## src/sv/bswc_pkg.sv

```systemverilog
// Shared types and constants for the bounded spread window counter.
package bswc_pkg;

  localparam int MAX_LEN    = 4096;
  localparam int ADDR_W     = $clog2(MAX_LEN);
  localparam int CNT_W      = ADDR_W + 1;
  localparam int SAMPLE_W   = 32;
  localparam int RUN_W      = 23;
  localparam int OUT_DATA_W = ((RUN_W + 7) / 8) * 8;
  localparam int CFG_DATA_W = 32;
  localparam int CFG_ADDR_W = 3;

  // Register word index taken from paddr[2]
  localparam logic REG_MAX_SPREAD = 1'b0;

  typedef logic [ADDR_W-1:0] addr_t;
  typedef logic [CNT_W-1:0]  cnt_t;

  typedef struct packed {
    logic signed [SAMPLE_W-1:0] value;
    addr_t                      pos;
  } entry_t;

  typedef struct packed {
    logic   we;
    addr_t  waddr;
    entry_t wdata;
    addr_t  raddr;
  } ram_req_t;

endpackage

```

## src/sv/bswc_cfg.sv

```systemverilog
// APB register block holding the spread limit.
module bswc_cfg
  import bswc_pkg::*;
(
  input  logic                  clk,
  input  logic                  rst,
  input  logic                  psel,
  input  logic                  penable,
  input  logic                  pwrite,
  input  logic [CFG_ADDR_W-1:0] paddr,
  input  logic [CFG_DATA_W-1:0] pwdata,
  output logic [CFG_DATA_W-1:0] prdata,
  output logic                  pready,
  output logic [31:0]           max_spread
);

  logic wr_en;

  assign pready = 1'b1;
  assign wr_en  = psel && penable && pwrite && pready;

  always_ff @(posedge clk) begin
    if (rst) begin
      max_spread <= '0;
    end else if (wr_en) begin
      unique case (paddr[2])
        REG_MAX_SPREAD: max_spread <= pwdata[31:0];
        default: ;
      endcase
    end
  end

  always_comb begin
    unique case (paddr[2])
      REG_MAX_SPREAD: prdata = max_spread;
      default:        prdata = '0;
    endcase
  end

endmodule

```

## config.mk

```make
export PLATFORM = sky130hd
export DESIGN_NAME = bswc_cfg
export DESIGN_NICKNAME = d
export VERILOG_FILES = /design/src/sv/bswc_pkg.sv /design/src/sv/bswc_cfg.sv
export SDC_FILE = /design/constraint.sdc
export NUM_CORES = 1
export LEC_CHECK = 0
export BUFFER_PORTS_ARGS = -buffer_cell sky130_fd_sc_hd__buf_2
export CORE_UTILIZATION = 48
export CTS_BUF_LIST = sky130_fd_sc_hd__clkbuf_8
export CTS_CLUSTER_SIZE = 14
export DETAILED_ROUTE_END_ITERATION = 7
export PLACE_DENSITY = 0.88
export SYNTH_ARGS = -nofsm -noshare
export SYNTH_HDL_FRONTEND = slang
export SYNTH_SLANG_ARGS = --single-unit
```

## constraint.sdc

```tcl
create_clock -name clk -period 1.53 [get_ports clk]
set_input_delay 0.153 -clock clk [delete_from_list [all_inputs] [get_ports clk]]
set_output_delay 0.153 -clock clk [all_outputs]
set_load 0.02 [all_outputs]
```

==> metrics.csv <==
metric,value,unit
status,"finished, final reports clean",
DP Wirelength,2370,um
"Most flops, register",max_spread,
kind of critical path,flip-flop to output pin,
Pre-antenna DRT Iters,3,
final setup fails,0,
number of setup buffers added after CTS,0,
synth unique cells,11,
worst hold path type,primary input to flip-flop,
drt via density,4.46,
die width,61.5,um
Cells after DPL,313,
H-Tree Depth,2,
Syn-to-layout area delta,35.0,%
Critical Path AT,0.99,ns
"Clk Latency, worst-skew pair",0.27,ns
num rows,21,
Crit path required time,1.38,ns
register area share after synthesis,37.8,%
Startpoint Class,flip-flop,
FILL cells,324,
CP max FO,3,
port buffer count,101,
post-route ant nets,0,
Via Count,1432,
DRC viols,0,
static leakage power,1.12,nW
largest net degree at the start of global routing,37,
GRT Util Overall,16.6,%
Post-Syn Area,0.00170,sq mm
fin crit period,1.14,ns
Multi-input gate area,941,sq um
Max Cap Viol,0,
DIE HEIGHT,61.5,um
Finished Cell Area,0.00229,sq mm
share of cells above drive strength 1,41.5,%
top flop regs,max_spread (32),
final std cells w/o fill,321,
die area,0.00378,sq mm
"worst slack, placed",0.416,ns
cts repair resizes,0,
Post-CTS Hold Buffers,0,
Tcrit/Tclk final,74.8,%
CTS root buf,clkbuf_8,
power density over the cells,751,mW/mm^2
CP Cell Sequence,nor2b_1 -> buf_2,
Setup TNS,0,ns
Nets,314,
Final Power,1.72,mW
Reg area,641,sq um
Setup crit end kind,output pin,
Largest register FFs,32,
vias in the first global route,1172,
total CTS buffers,5,
Hold WS,0.137,ns
clk_skew,0,ns
Max clock buf depth,2,
f_max,874,MHz
DP Area,0.00220,sq mm
Yosys top cell by area,dfxtp_1,
yosys warns,0,
top cell type's share of synthesized area,37.8,%
io pins,105,
largest cells by area after synthesis,"dfxtp_1 (38%), nand2b_1 (24%), mux2i_1 (19%), nor2b_1 (11%), buf_12 (3.5%)",
wire length per cell,10.1,um
setup slack after layout,0.385,ns
Core ar.,0.00336,sq mm
syn nets,217,
Crit path max-delay family,flip-flops,
critical path's slowest cell,dfxtp_1,
TritonCTS Sinks,32,
synthesized instance count,177,
RSZ-0062 raised after global routing,no,
ANT cells,0,
gr ovfl total,0,
DRT iter0 DRCs,33,
antenna violations before repair,0,
Final Core Density,68.1,%
Yosys reg bits,32,
GP Congestion,0.718,
first-pass GRT wire length,4790,um
CP peak stage delay,0.36,ns
final hold viol count,0,
final WL,3230,um
Max Slew Vio Count,0,
average cell area after synthesis,9.59,sq um
TritonCTS clock tree,built,
crit path buf inv count,1,
"IR drop worst, VDD",0.586,mV
initial core utilization,50.4,%
clock-pin slew on the worst setup and hold paths,0.06,ns
==> logic make-up after synthesis <==
logic type,count (synthesis),share of synthesized area [%]
buffers and inverters,15,6.86
flip-flops,32,37.8
multiplexers,32,18.9
other,1,0.221
AND/OR/NAND/NOR,97,36.3
==> where the power goes <==
part | internal (mW) | switching, mW | leakage [nW] | total, mW
Combinational | 0.120 | 0.116 | 0.810 | 0.236
Clock | 0.353 | 0.266 | 0.0538 | 0.619
Sequential | 0.852 | 0.0124 | 0.259 | 0.864
==> cell usage after synthesis <==
library cell	count
conb_1	1
buf_6	1
mux2i_1	32
nand2b_1	64
buf_12	3
clkbuf_1	10
nor2b_1	30
and2b_2	2
and4b_1	1
buf_4	1
dfxtp_1	32
==> worst min-delay path, cell delays in order <==
cell and delay [ns]:
buf_2 0.09, nand2b_1 0.05, mux2i_1 0.05
==> per-layer routing <==
layer  track usage, %  part of all wire, %  vias to the layer above
li1                 -                    -                      744
met2             29.5                   51                       45
met1             20.5                   44                      641
met5                0                    0                        -
met3             3.15                  4.6                        2
met4             4.76                 0.80                        0
==> final cells by class <==
type	instances	area share, %
clock buffer	6	3.61
clock inverter	2	0.328
multi-input combinational	130	41.1
sequential	32	28.0
tap	46	2.51
timing repair buffer	105	24.5
==> worst paths after layout <==
path / start / endpoint / slack, ns / cells past startpoint
setup reg to reg: max_spread[29] / max_spread[29] / 0.91 / 2
setup / recovery: max_spread[3] / prdata[3] / 0.39 / 2
hold / removal: pwdata[5] / max_spread[5] / 0.14 / 3
hold reg to reg: max_spread[11] / max_spread[11] / 0.48 / 2
==> placed cells by master, fill, tap and decap left out <==
cell / synthesis / final
buf_2: 0 / 101
conb_1: 1 / 1
inv_1: 0 / 2
buf_12: 3 / 2
and2b_2: 2 / 2
nand2b_1: 64 / 64
clkbuf_8: 0 / 6
and4b_2: 0 / 1
dfxtp_1: 32 / 32
buf_4: 1 / 2
nor2b_1: 30 / 30
mux2i_1: 32 / 32
Note: power is estimated with default switching activity, not from simulation.
